==> src/rtl/upd_pkg.sv <==
`default_nettype none
package upd_pkg;

   // One request: a raw byte of the encoded string and its end marker.
   typedef struct packed {
      logic [7:0] in_byte;
      logic       end_of_string;
   } req_type;

   // One response: a decoded character (low 8 bits) and its flags.
   typedef struct packed {
      logic [7:0] out_byte;
      logic       byte_valid;
      logic       string_done;
   } rsp_type;

   // One queue entry: at most one percent-decoded byte, tagged with the end marker.
   typedef struct packed {
      logic [7:0] data;
      logic       has_byte;
      logic       eos;
   } token_type;

   // Escape tracking in the front part.
   typedef enum logic [2:0] {
      ESC_IDLE = 3'b001,
      ESC_PCT  = 3'b010,
      ESC_HEX  = 3'b100
   } esc_state_type;

   localparam logic [7:0] CHAR_PERCENT  = 8'h25;
   localparam logic [7:0] CHAR_PLUS     = 8'h2B;
   localparam logic [7:0] CHAR_SPACE    = 8'h20;
   localparam logic [7:0] CHAR_QUESTION = 8'h3F;

   function automatic logic is_hex(input logic [7:0] c);
      is_hex = ((c >= 8'h30) && (c <= 8'h39)) ||
               ((c >= 8'h41) && (c <= 8'h46)) ||
               ((c >= 8'h61) && (c <= 8'h66));
   endfunction

   // Nibble of a hex digit; letters of either case carry bit 6.
   function automatic logic [3:0] hex_nibble(input logic [7:0] c);
      hex_nibble = c[6] ? (c[3:0] + 4'd9) : c[3:0];
   endfunction

endpackage
`default_nettype wire

==> src/rtl/upd_front.sv <==
`default_nettype none
module upd_front (
   input  wire logic              clock,
   input  wire logic              reset,
   input  wire logic              req_valid,
   output logic                   req_stall,
   input  wire upd_pkg::req_type  req_data,
   output logic                   push_valid,
   output upd_pkg::token_type     push_data,
   input  wire logic              queue_full
);
   import upd_pkg::*;

   esc_state_type esc_ff, esc_in;
   logic [7:0]    held_ff, held_in;
   logic          pend_valid_ff, pend_valid_in;
   token_type     pend_ff, pend_in;

   logic          accept;
   logic [7:0]    b;
   logic          eos;
   logic [1:0]    n;
   logic [7:0]    byte0, byte1;
   esc_state_type esc_next;
   logic [7:0]    held_next;
   token_type     tok0;

   assign req_stall = pend_valid_ff | queue_full;
   assign accept    = req_valid & ~req_stall;
   assign b         = req_data.in_byte;
   assign eos       = req_data.end_of_string;

   // Percent decoding of one request: zero to two output bytes.
   always_comb begin
      n         = 2'd0;
      byte0     = b;
      byte1     = b;
      esc_next  = ESC_IDLE;
      held_next = held_ff;
      unique case (esc_ff)
         ESC_PCT: begin
            if (is_hex(b)) begin
               esc_next  = ESC_HEX;
               held_next = b;
            end else if (b == CHAR_PERCENT) begin
               esc_next = ESC_PCT;
            end else if (b == CHAR_PLUS) begin
               n     = 2'd1;
               byte0 = CHAR_SPACE;
            end else begin
               n = 2'd1;
            end
         end
         ESC_HEX: begin
            held_next = 8'd0;
            if (is_hex(b)) begin
               n     = 2'd1;
               byte0 = {hex_nibble(held_ff), hex_nibble(b)};
            end else begin
               byte0 = held_ff;
               if (b == CHAR_PERCENT) begin
                  n        = 2'd1;
                  esc_next = ESC_PCT;
               end else if (b == CHAR_PLUS) begin
                  n     = 2'd2;
                  byte1 = CHAR_SPACE;
               end else begin
                  n = 2'd2;
               end
            end
         end
         default: begin
            if (b == CHAR_PERCENT) begin
               esc_next = ESC_PCT;
            end else if (b == CHAR_PLUS) begin
               n     = 2'd1;
               byte0 = CHAR_SPACE;
            end else begin
               n = 2'd1;
            end
         end
      endcase
      // Pass on a lone first digit at end of string; drop a lone percent.
      if (eos && (esc_next == ESC_HEX)) begin
         n     = 2'd1;
         byte0 = b;
      end
      if (eos) begin
         esc_next  = ESC_IDLE;
         held_next = 8'd0;
      end
   end

   always_comb begin
      tok0.data     = byte0;
      tok0.has_byte = (n != 2'd0);
      tok0.eos      = eos & (n != 2'd2);
   end

   always_comb begin
      esc_in        = esc_ff;
      held_in       = held_ff;
      pend_valid_in = pend_valid_ff;
      pend_in       = pend_ff;
      push_valid    = 1'b0;
      push_data     = tok0;
      if (pend_valid_ff) begin
         push_data = pend_ff;
         if (!queue_full) begin
            push_valid    = 1'b1;
            pend_valid_in = 1'b0;
         end
      end else if (accept) begin
         esc_in     = esc_next;
         held_in    = held_next;
         push_valid = (n != 2'd0) | eos;
         if (n == 2'd2) begin
            pend_valid_in    = 1'b1;
            pend_in.data     = byte1;
            pend_in.has_byte = 1'b1;
            pend_in.eos      = eos;
         end
      end
   end

   always_ff @(posedge clock) begin
      if (reset) begin
         esc_ff        <= ESC_IDLE;
         held_ff       <= 8'd0;
         pend_valid_ff <= 1'b0;
      end else begin
         esc_ff        <= esc_in;
         held_ff       <= held_in;
         pend_valid_ff <= pend_valid_in;
      end
      pend_ff <= pend_in;
   end

endmodule
`default_nettype wire

==> src/rtl/upd_queue.sv <==
`default_nettype none
module upd_queue #(
   parameter int DEPTH = 4
) (
   input  wire logic               clock,
   input  wire logic               reset,
   input  wire logic               push_valid,
   input  wire upd_pkg::token_type push_data,
   output logic                    full,
   input  wire logic               pop,
   output logic                    empty,
   output upd_pkg::token_type      head
);
   import upd_pkg::*;

   localparam int PW = (DEPTH > 1) ? $clog2(DEPTH) : 1;
   localparam int CW = $clog2(DEPTH + 1);

   token_type       slot_ff [DEPTH];
   logic [PW-1:0]   wr_ptr_ff, wr_ptr_in;
   logic [PW-1:0]   rd_ptr_ff, rd_ptr_in;
   logic [CW-1:0]   count_ff, count_in;
   logic            do_push, do_pop;

   assign full    = (count_ff == CW'(DEPTH));
   assign empty   = (count_ff == '0);
   assign head    = slot_ff[rd_ptr_ff];
   assign do_push = push_valid & ~full;
   assign do_pop  = pop & ~empty;

   always_comb begin
      wr_ptr_in = wr_ptr_ff;
      rd_ptr_in = rd_ptr_ff;
      count_in  = count_ff;
      if (do_push) begin
         wr_ptr_in = (wr_ptr_ff == PW'(DEPTH - 1)) ? '0 : wr_ptr_ff + 1'b1;
      end
      if (do_pop) begin
         rd_ptr_in = (rd_ptr_ff == PW'(DEPTH - 1)) ? '0 : rd_ptr_ff + 1'b1;
      end
      if (do_push && !do_pop) begin
         count_in = count_ff + 1'b1;
      end else if (do_pop && !do_push) begin
         count_in = count_ff - 1'b1;
      end
   end

   always_ff @(posedge clock) begin
      if (reset) begin
         wr_ptr_ff <= '0;
         rd_ptr_ff <= '0;
         count_ff  <= '0;
      end else begin
         wr_ptr_ff <= wr_ptr_in;
         rd_ptr_ff <= rd_ptr_in;
         count_ff  <= count_in;
      end
      if (do_push) begin
         slot_ff[wr_ptr_ff] <= push_data;
      end
   end

endmodule
`default_nettype wire

==> src/rtl/upd_back.sv <==
`default_nettype none
module upd_back (
   input  wire logic               clock,
   input  wire logic               reset,
   input  wire logic               queue_empty,
   input  wire upd_pkg::token_type head,
   output logic                    pop,
   output logic                    rsp_valid,
   input  wire logic               rsp_stall,
   output upd_pkg::rsp_type        rsp_data
);
   import upd_pkg::*;

   logic [2:0] rem_ff, rem_in;
   logic [7:0] acc_ff, acc_in;
   logic       rsp_valid_ff, rsp_valid_in;
   rsp_type    rsp_ff, rsp_in;

   logic       can_load;
   logic [7:0] b;
   logic [2:0] rem_next;
   logic [7:0] acc_next;
   logic [7:0] ch;
   logic       char_done;
   logic       emit;
   rsp_type    res;

   assign can_load  = ~rsp_valid_ff | ~rsp_stall;
   assign pop       = ~queue_empty & can_load;
   assign rsp_valid = rsp_valid_ff;
   assign rsp_data  = rsp_ff;
   assign b         = head.data;

   // UTF-8 step on one byte, then the end-of-string flush.
   always_comb begin
      rem_next  = rem_ff;
      acc_next  = acc_ff;
      ch        = b;
      char_done = 1'b0;
      if (head.has_byte) begin
         if (rem_ff != 3'd0) begin
            acc_next = {acc_ff[1:0], b[5:0]};
            rem_next = rem_ff - 3'd1;
            if (rem_ff == 3'd1) begin
               ch        = acc_next;
               char_done = 1'b1;
               acc_next  = 8'd0;
            end
         end else if (!b[7]) begin
            char_done = 1'b1;
         end else if (b[7:5] == 3'b110) begin
            acc_next = {3'd0, b[4:0]};
            rem_next = 3'd1;
         end else if (b[7:4] == 4'b1110) begin
            acc_next = {4'd0, b[3:0]};
            rem_next = 3'd2;
         end else if (b[7:3] == 5'b11110) begin
            acc_next = {5'd0, b[2:0]};
            rem_next = 3'd3;
         end else if (b[7:2] == 6'b111110) begin
            acc_next = {6'd0, b[1:0]};
            rem_next = 3'd4;
         end else if (b[7:1] == 7'b1111110) begin
            acc_next = {7'd0, b[0]};
            rem_next = 3'd5;
         end else begin
            ch        = CHAR_QUESTION;
            char_done = 1'b1;
         end
      end

      emit            = char_done;
      res.out_byte    = ch;
      res.byte_valid  = 1'b1;
      res.string_done = 1'b0;
      if (head.eos) begin
         emit            = 1'b1;
         res.string_done = 1'b1;
         if (!char_done) begin
            if (rem_next == 3'd1) begin
               res.out_byte = {acc_next[1:0], 6'd0};
            end else if (rem_next != 3'd0) begin
               res.out_byte = 8'd0;
            end else begin
               res.out_byte   = 8'd0;
               res.byte_valid = 1'b0;
            end
         end
         rem_next = 3'd0;
         acc_next = 8'd0;
      end
   end

   always_comb begin
      rem_in       = rem_ff;
      acc_in       = acc_ff;
      rsp_valid_in = rsp_valid_ff;
      rsp_in       = rsp_ff;
      if (can_load) begin
         rsp_valid_in = 1'b0;
         if (pop) begin
            rem_in       = rem_next;
            acc_in       = acc_next;
            rsp_valid_in = emit;
            rsp_in       = res;
         end
      end
   end

   always_ff @(posedge clock) begin
      if (reset) begin
         rem_ff       <= 3'd0;
         acc_ff       <= 8'd0;
         rsp_valid_ff <= 1'b0;
      end else begin
         rem_ff       <= rem_in;
         acc_ff       <= acc_in;
         rsp_valid_ff <= rsp_valid_in;
      end
      rsp_ff <= rsp_in;
   end

endmodule
`default_nettype wire

==> src/rtl/url_percent_utf8_decoder_core.sv <==
// URL percent decoder with UTF-8 to 8-bit character reduction.
// Request channel (req_valid / req_stall / req_data): one raw byte of the
// encoded string per request, end_of_string set on the final byte.
// Response channel (rsp_valid / rsp_stall / rsp_data): one decoded
// character per response; string_done marks the last response of a string,
// byte_valid is low on a bare end marker.
// A front part undoes the percent escapes and '+', a token queue of
// QUEUE_DEPTH entries follows, and a back part assembles UTF-8 sequences
// into a registered response.
// A token passes the queue slot and then the response register.
// Throughput: one request per cycle while req_stall is low; a broken
// escape "%X" then a plain byte yields two tokens and holds req_stall.
// Reset: escape and sequence state clear, the queue empties, rsp_valid
// drops. When the receiver stalls, the response holds, the queue fills,
// and req_stall rises once the queue is full.
`default_nettype none
module url_percent_utf8_decoder_core #(
   parameter int QUEUE_DEPTH = 4
) (
   input  wire logic              clock,
   input  wire logic              reset,
   input  wire logic              req_valid,
   output logic                   req_stall,
   input  wire upd_pkg::req_type  req_data,
   output logic                   rsp_valid,
   input  wire logic              rsp_stall,
   output upd_pkg::rsp_type       rsp_data
);
   import upd_pkg::*;

   // Front to queue: push a token, hold while the queue is full.
   logic      push_valid;
   token_type push_data;
   logic      queue_full;

   // Queue to back: advance the head when the response register frees up.
   logic      queue_empty;
   logic      pop;
   token_type head;

   upd_front u_front (
      .clock      (clock),
      .reset      (reset),
      .req_valid  (req_valid),
      .req_stall  (req_stall),
      .req_data   (req_data),
      .push_valid (push_valid),
      .push_data  (push_data),
      .queue_full (queue_full)
   );

   upd_queue #(
      .DEPTH (QUEUE_DEPTH)
   ) u_queue (
      .clock      (clock),
      .reset      (reset),
      .push_valid (push_valid),
      .push_data  (push_data),
      .full       (queue_full),
      .pop        (pop),
      .empty      (queue_empty),
      .head       (head)
   );

   upd_back u_back (
      .clock       (clock),
      .reset       (reset),
      .queue_empty (queue_empty),
      .head        (head),
      .pop         (pop),
      .rsp_valid   (rsp_valid),
      .rsp_stall   (rsp_stall),
      .rsp_data    (rsp_data)
   );

endmodule
`default_nettype wire
==> config.mk <==
export PLATFORM = sky130hd
export DESIGN_NAME = url_percent_utf8_decoder_core
export DESIGN_NICKNAME = d
export VERILOG_FILES = /design/src/rtl/upd_pkg.sv /design/src/rtl/upd_front.sv /design/src/rtl/upd_queue.sv /design/src/rtl/upd_back.sv /design/src/rtl/url_percent_utf8_decoder_core.sv
export SDC_FILE = /design/constraint.sdc
export NUM_CORES = 1
export LEC_CHECK = 0
export BUFFER_PORTS_ARGS = -buffer_cell sky130_fd_sc_hd__buf_2
export CAP_MARGIN = 0
export CORE_ASPECT_RATIO = 0.6
export CORE_MARGIN = 1
export CORE_UTILIZATION = 35
export CTS_BUF_LIST = sky130_fd_sc_hd__clkbuf_4
export CTS_CLUSTER_DIAMETER = 30
export CTS_CLUSTER_SIZE = 8
export DETAILED_ROUTE_END_ITERATION = 8
export GPL_TIMING_DRIVEN = 0
export HOLD_SLACK_MARGIN = 0.02
export PLACE_DENSITY = 0.5
export SLEW_MARGIN = 20
export SYNTH_ARGS = -nofsm -noshare
export SYNTH_HDL_FRONTEND = slang
export SYNTH_SLANG_ARGS = --single-unit
==> constraint.sdc <==
create_clock -name clock -period 3.7 [get_ports clock]
set_input_delay 0.555 -clock clock [delete_from_list [all_inputs] [get_ports clock]]
set_output_delay 0.555 -clock clock [all_outputs]
set_load 0.02 [all_outputs]
; Word-level counts from Yosys, hierarchy flattened
; Memory sizes are Yosys's and may differ from the RTL's. A register that Yosys moved wholly into a read port is not among the register bits.
; Cells that the tools add are included.
[word_totals]
regBits = 44
word_cells = 165
ram_bits = 40
memories = 1
inputBits = 13
output_inout_bits = 12
[memory_table]
columns = name, words, width, read_ports, rd_ports_with_merged_regs, wr, line
row1 = u_queue.slot_ff, 4, 10, 1, 1, 1, upd_queue.sv:19  ; token_type slot_ff [DEPTH];
[op_classes]
muxes = 83
n_addsub = 7
reduce_logical = 21
n_lt_le_gt_ge = 6
bitwise = 15
n_eq_ne = 18
[ops]
columns = cell, count
row1 = $mux W8, 18
row2 = $mux W3, 14
row3 = $mux W2, 19
row4 = $pmux W8 S2, 2
row5 = $mux W1, 23
row6 = $mux W10, 2
row7 = $eq A8 B6 Y1 const B, 2
row8 = $ge A8 B7 Y1 const B, 2
row9 = $le A8 B7 Y1 const B, 2
row10 = $eq A3 B3 Y1 const B, 4
row11 = $mux W9, 1
row12 = $reduce_bool A3 Y1, 3
row13 = $add A4 B4 Y4 const B, 2
row14 = $ge A8 B6 Y1 const B, 1
row15 = $le A8 B6 Y1 const B, 1
row16 = $mux W4, 2
row17 = $eq A7 B7 Y1 const B, 1
row18 = $not A1 Y1, 7
row19 = $eq A2 B2 Y1 const B, 3
row20 = $eq A3 B1 Y1 const B, 2
row21 = $eq A6 B6 Y1 const B, 1
row22 = $logic_and A1 B1 Y1, 6
row23 = $pmux W3 S2, 1
row24 = $sub A3 B1 Y3 const B, 2
row25 = 18 further kinds, 29

; Depth between registers and ports, before layout
[depth]
word_depth = 18
ltp_mapped = 13
mapped_depth_nobuf = 13

; Hierarchy
; A second synthesis with hierarchy kept.
[hier_totals]
hier_cells = 392
area_unflattened_um2 = 4511.8
[modules_own_cells]
columns = module, area_per_inst_um2, cells_per_inst, seq_area_each_um2, instances
row1 = upd_queue, 1954.4, 102, 1381.3, 1
row2 = upd_front, 1495.2, 163, 510.5, 1
row3 = upd_back, 1062.3, 127, 420.4, 1

; Least setup slack after synthesis
; Ideal clock, no wire load.
[synth_timing]
path_type = input port to flip-flop
startpoint = input req_data[2] (netlist bit)
endpoint = register u_queue.count_ff[2]
t_arrival_ns = 3.021
slack_ns = 0.609
path_stages = 13
setup_ns = 0.070
path_buffers = 0
cell_sequence = inv_1 ha_1 o21bai_1 a221oi_1 nand4_1 a311oi_1 nor2_1 ha_1 inv_1 fa_1 xor2_1 or3_1 a21oi_1
[synth_between]
elab_chain_len = 17
word_cells_on_any_way = 34
cone_classes = order compare (6) / eq/ne (2) / mux (13) / bitwise (2) / reduce/logical (11)
[synth_rtl]
columns = element, line
row1 = "start, declared", url_percent_utf8_decoder_core.sv:24  ; input wire upd_pkg::req_type req_data,
row2 = $ge A8 B6 Y1 (tied with other cells), upd_pkg.sv:37  ; is_hex = ((c >= 8'h30) && (c <= 8'h39)) ||
row3 = $logic_and A1 B1 Y1 (on tied branches), "upd_pkg.sv:37, upd_pkg.sv:38"
row4 = $logic_or A1 B1 Y1, upd_pkg.sv:37
row5 = $logic_or A1 B1 Y1, upd_pkg.sv:38  ; ((c >= 8'h41) && (c <= 8'h46)) ||
row6 = $mux W3 (on tied branches), "upd_front.sv:56, upd_front.sv:42"
row7 = $pmux W3 S2, upd_front.sv:40  ; unique case (esc_ff)
row8 = $eq A3 B3 Y1, upd_front.sv:84  ; if (eos && (esc_next == ESC_HEX)) begin
row9 = $logic_and A1 B1 Y1, upd_front.sv:84
row10 = [... 2 more ...], n/a
row11 = $or A1 B1 Y1 *, upd_front.sv:116  ; push_valid = (n != 2'd0) | eos;
row12 = $mux W1 *, upd_front.sv:113  ; end else if (accept) begin
row13 = $mux W1 *, upd_front.sv:107  ; if (pend_valid_ff) begin
row14 = $and A1 B1 Y1 *, upd_queue.sv:28  ; assign do_push = push_valid & ~full;
row15 = net u_queue.do_push, upd_queue.sv:23  ; logic do_push, do_pop;
row16 = $logic_not A1 Y1, upd_queue.sv:43  ; end else if (do_pop && !do_push) begin
row17 = $logic_and A1 B1 Y1, upd_queue.sv:43
row18 = $reduce_bool A2 Y1 (no source line), n/a
row19 = "end signal, assigned", upd_queue.sv:56  ; count_ff <= count_in;
row20 = "end, declared", upd_queue.sv:22  ; logic [CW-1:0] count_ff, count_in;
; Mark *: on every way through the listed nets, which the timed path passes. The rest lies on a longest branch.
; A chain may end at the register's enable or synchronous reset.

; Worst setup path after layout
; Ends and elaborated chain as after synthesis.

==> impl_metrics.json <==
{
  "hpwl_um": 7270,
  "pwr_density_cell_nw_per_um2": 722,
  "antenna_left": 0,
  "finalSetupViolCount": 0,
  "power.total_w": 0.00340,
  "worst_slew_pin_slew_ps": 977,
  "avgSynthCellArea_um2": 11.4,
  "netlist_area_um2": 4270,
  "fp-row-count": 30,
  "p_clk_frac": 0.154,
  "grt_use_total": 0.169,
  "tritoncts": "done",
  "synth_enable_flop_cells": 59,
  "hold_violations": 0,
  "ys_ff_latch": 86,
  "slew_headroom": 0.344,
  "clk_latency_ps": 440,
  "power.switching_w": 0.00135,
  "synth_top_area_share": 0.415,
  "die_height_um": 87.5,
  "post-place-ws_ps": -100,
  "area_growth_pct": 10.3,
  "nNetsFinal": 437,
  "cts_buffer_depth": 2,
  "path_class": "primary input to flip-flop",
  "post-synth-top-count-cell": "edfxtp_1",
  "drive_gt1_frac": 0.155,
  "p_seq_frac": 0.389,
  "slew_viol_final": 0,
  "leakage_nw": 1.69,
  "grt_pass1_vias": 2826,
  "yosys.area.top_type": "edfxtp_1",
  "final.setup_skew_ps": 14.9,
  "cts_max_level": 3,
  "arrival_ps": 3770,
  "syn_inst": 376,
  "comb_power_share": 0.457,
  "wl_per_cell_um": 17.2,
  "grt_setup_unrepaired": "no",
  "grt_max_degree": 14,
  "worstPathMaxFanout": 5,
  "period_share": 0.921,
  "finalWorstSetupSlack_ps": 294,
  "post_cts_buffers": 0,
  "swShare": 0.396,
  "hold_class": "primary input to flip-flop",
  "start_util": 0.368,
  "cts_hold_buffers": 0,
  "syn_nets": 404,
  "required_ps": 4070,
  "tns_ps": 0,
  "numCtsBuffers": 9,
  "routed_via_density": 5.21,
  "num_vias": 2992,
  "postRouteWirelength_um": 9870,
  "place_congestion": 0.838,
  "drtIter0Drc": 246,
  "yosysUniqueCellTypes": 61,
  "p_int_w": 0.00205,
  "outcome": "finished clean",
  "post_cts_resized": 0,
  "ir_drop_mv": 0.281,
  "ys.flop_type": "edfxtp_1",
  "cts.clk_slew.worst_paths_ps": 140,
  "synth-seq-area-share": 0.542,
  "worst_setup_path_end_kind": "flip-flop",
  "dieWidth_um": 145,
  "post-route-min-period_ps": 3410,
  "drv_cap": 0,
  "synth_area_leaders": "edfxtp_1 42%, dfxtp_1 13%, ha_1 4.1%",
  "grt_pass1_wl_um": 15500,
  "hold_slack_ps": 385,
  "synth_common_cells": "59 x edfxtp_1, 39 x nand2_1, 39 x nor2_1",
  "grt-ovfl-total": 0,
  "boundaryPins": 25,
  "die_area_um2": 12700,
  "ys_async_sr_fraction": 0,
  "ys_warn_count": 0,
  "core_um2": 11600,
  "numPortBuffers": 22,
  "fill_cells": 1120,
  "root_buffer": "clkbuf_4",
  "detail_route.first_pass.iterations": 4,
  "antennaDiodeCount": 0,
  "crit_path_start_kind": "primary input",
  "drc": 0,
  "cts_sinks": 86,
  "antenna_found_initial": 0,
  "post-route-util": 0.406,
  "fmax_ghz": 0.294
}
-- final timing paths --
path	startpoint	to	slack (ps)	depth (start not counted)
worst max register to register	u_front.esc_ff[1]$_SDFFE_PP0P_	u_queue.count_ff[2]$_SDFFE_PP0P_	880	10
worst min-delay path	req_data[0]	u_front.pend_ff[0]$_DFFE_PP_	390	1
worst max-delay path	req_data[2]	u_queue.count_ff[2]$_SDFFE_PP0P_	290	14
worst min register to register	u_back.rsp_valid$_SDFFE_PP0N_	u_back.rsp_valid$_SDFFE_PP0N_	500	2
-- logic make-up after synthesis --
| kind of cell | after synthesis | share of synthesized area |
|---|---|---|
| compound gates | 83 | 0.130 |
| xor+xnor | 4 | 0.00821 |
| fa+ha+maj | 15 | 0.0457 |
| buf+inv | 35 | 0.0372 |
| flops | 86 | 0.542 |
| mux | 23 | 0.0880 |
| simple gates | 130 | 0.149 |
-- cells in the final DEF, fill, tap and decap left out, drive strengths merged, types with 3 or more instances in the layout --
master	n
mux2	7
mux4	10
inv	13
nand2	39
nor2b	5
and2	6
or3	6
a21oi	18
nor3b	4
nand3	8
nor2	39
nand4	3
o32ai	3
ha	14
a31oi	3
o22ai	3
a21o	3
clkbuf	29
nand2b	5
clkinv	5
nor3	5
xor2	3
o21ai	21
dfxtp	27
a22oi	11
buf	25
mux2i	6
edfxtp	59
-- area by class of cell --
type	instances	area (um2)	area share
flip-flops and latches	86	2310	0.491
multi-input cells	255	1800	0.382
well taps	160	200	0.0425
repair buffers	22	110	0.0234
plain buffers	22	110	0.0234
clock buffers	10	75.1	0.0160
clock inverters	6	52.6	0.0112
inverters	13	48.8	0.0104
-- registers in the layout, indices dropped and copies added (netlist names), 3 cells and up, named ones only --
register and cells:
u_front.held_ff 8, u_queue.slot_ff 40, u_front.pend_ff 9, u_queue.count_ff 3, u_front.esc_ff 3, u_back.rsp_data 10
u_back.rem_ff 3
-- stage by stage --
| step | instances | instance area (um2) |
|---|---|---|
| after floorplan | 376 | 4270 |
| after global placement | 558 | 4580 |
| after detailed placement | 558 | 4580 |
| after CTS | 574 | 4710 |
| after global routing | 574 | 4710 |
| final | 574 | 4710 |
-- routing by layer --
metal	track usage	routed length, um
met2	0.225	3740
met4	0.0459	92
met1	0.264	5560
met3	0.0426	472
met5	0	0
-- power groups by stage --
stage / Sequential [W] / Clock (W) / Combinational [W]
global placement: 0.00134 / 0 / 0.00152
CTS: 0.00132 / 0.000535 / 0.00156
floorplan: 0.00141 / 0 / 0.00107
detailed placement: 0.00135 / 0 / 0.00155
finish: 0.00132 / 0.000522 / 0.00155
global route: 0.00134 / 0.000571 / 0.00173
-- critical path, cell delays in order --
cell and delay, ps:
buf_2 130, inv_1 140, ha_1 220, o21bai_1 80, a221oi_1 500, nand4_1 350, a311oi_1 600, nor2_1 170
ha_1 260, inv_1 70, fa_1 170, xor2_1 70, or3_1 310, a21oi_1 130
Note: power is estimated with default switching activity, not from simulation.
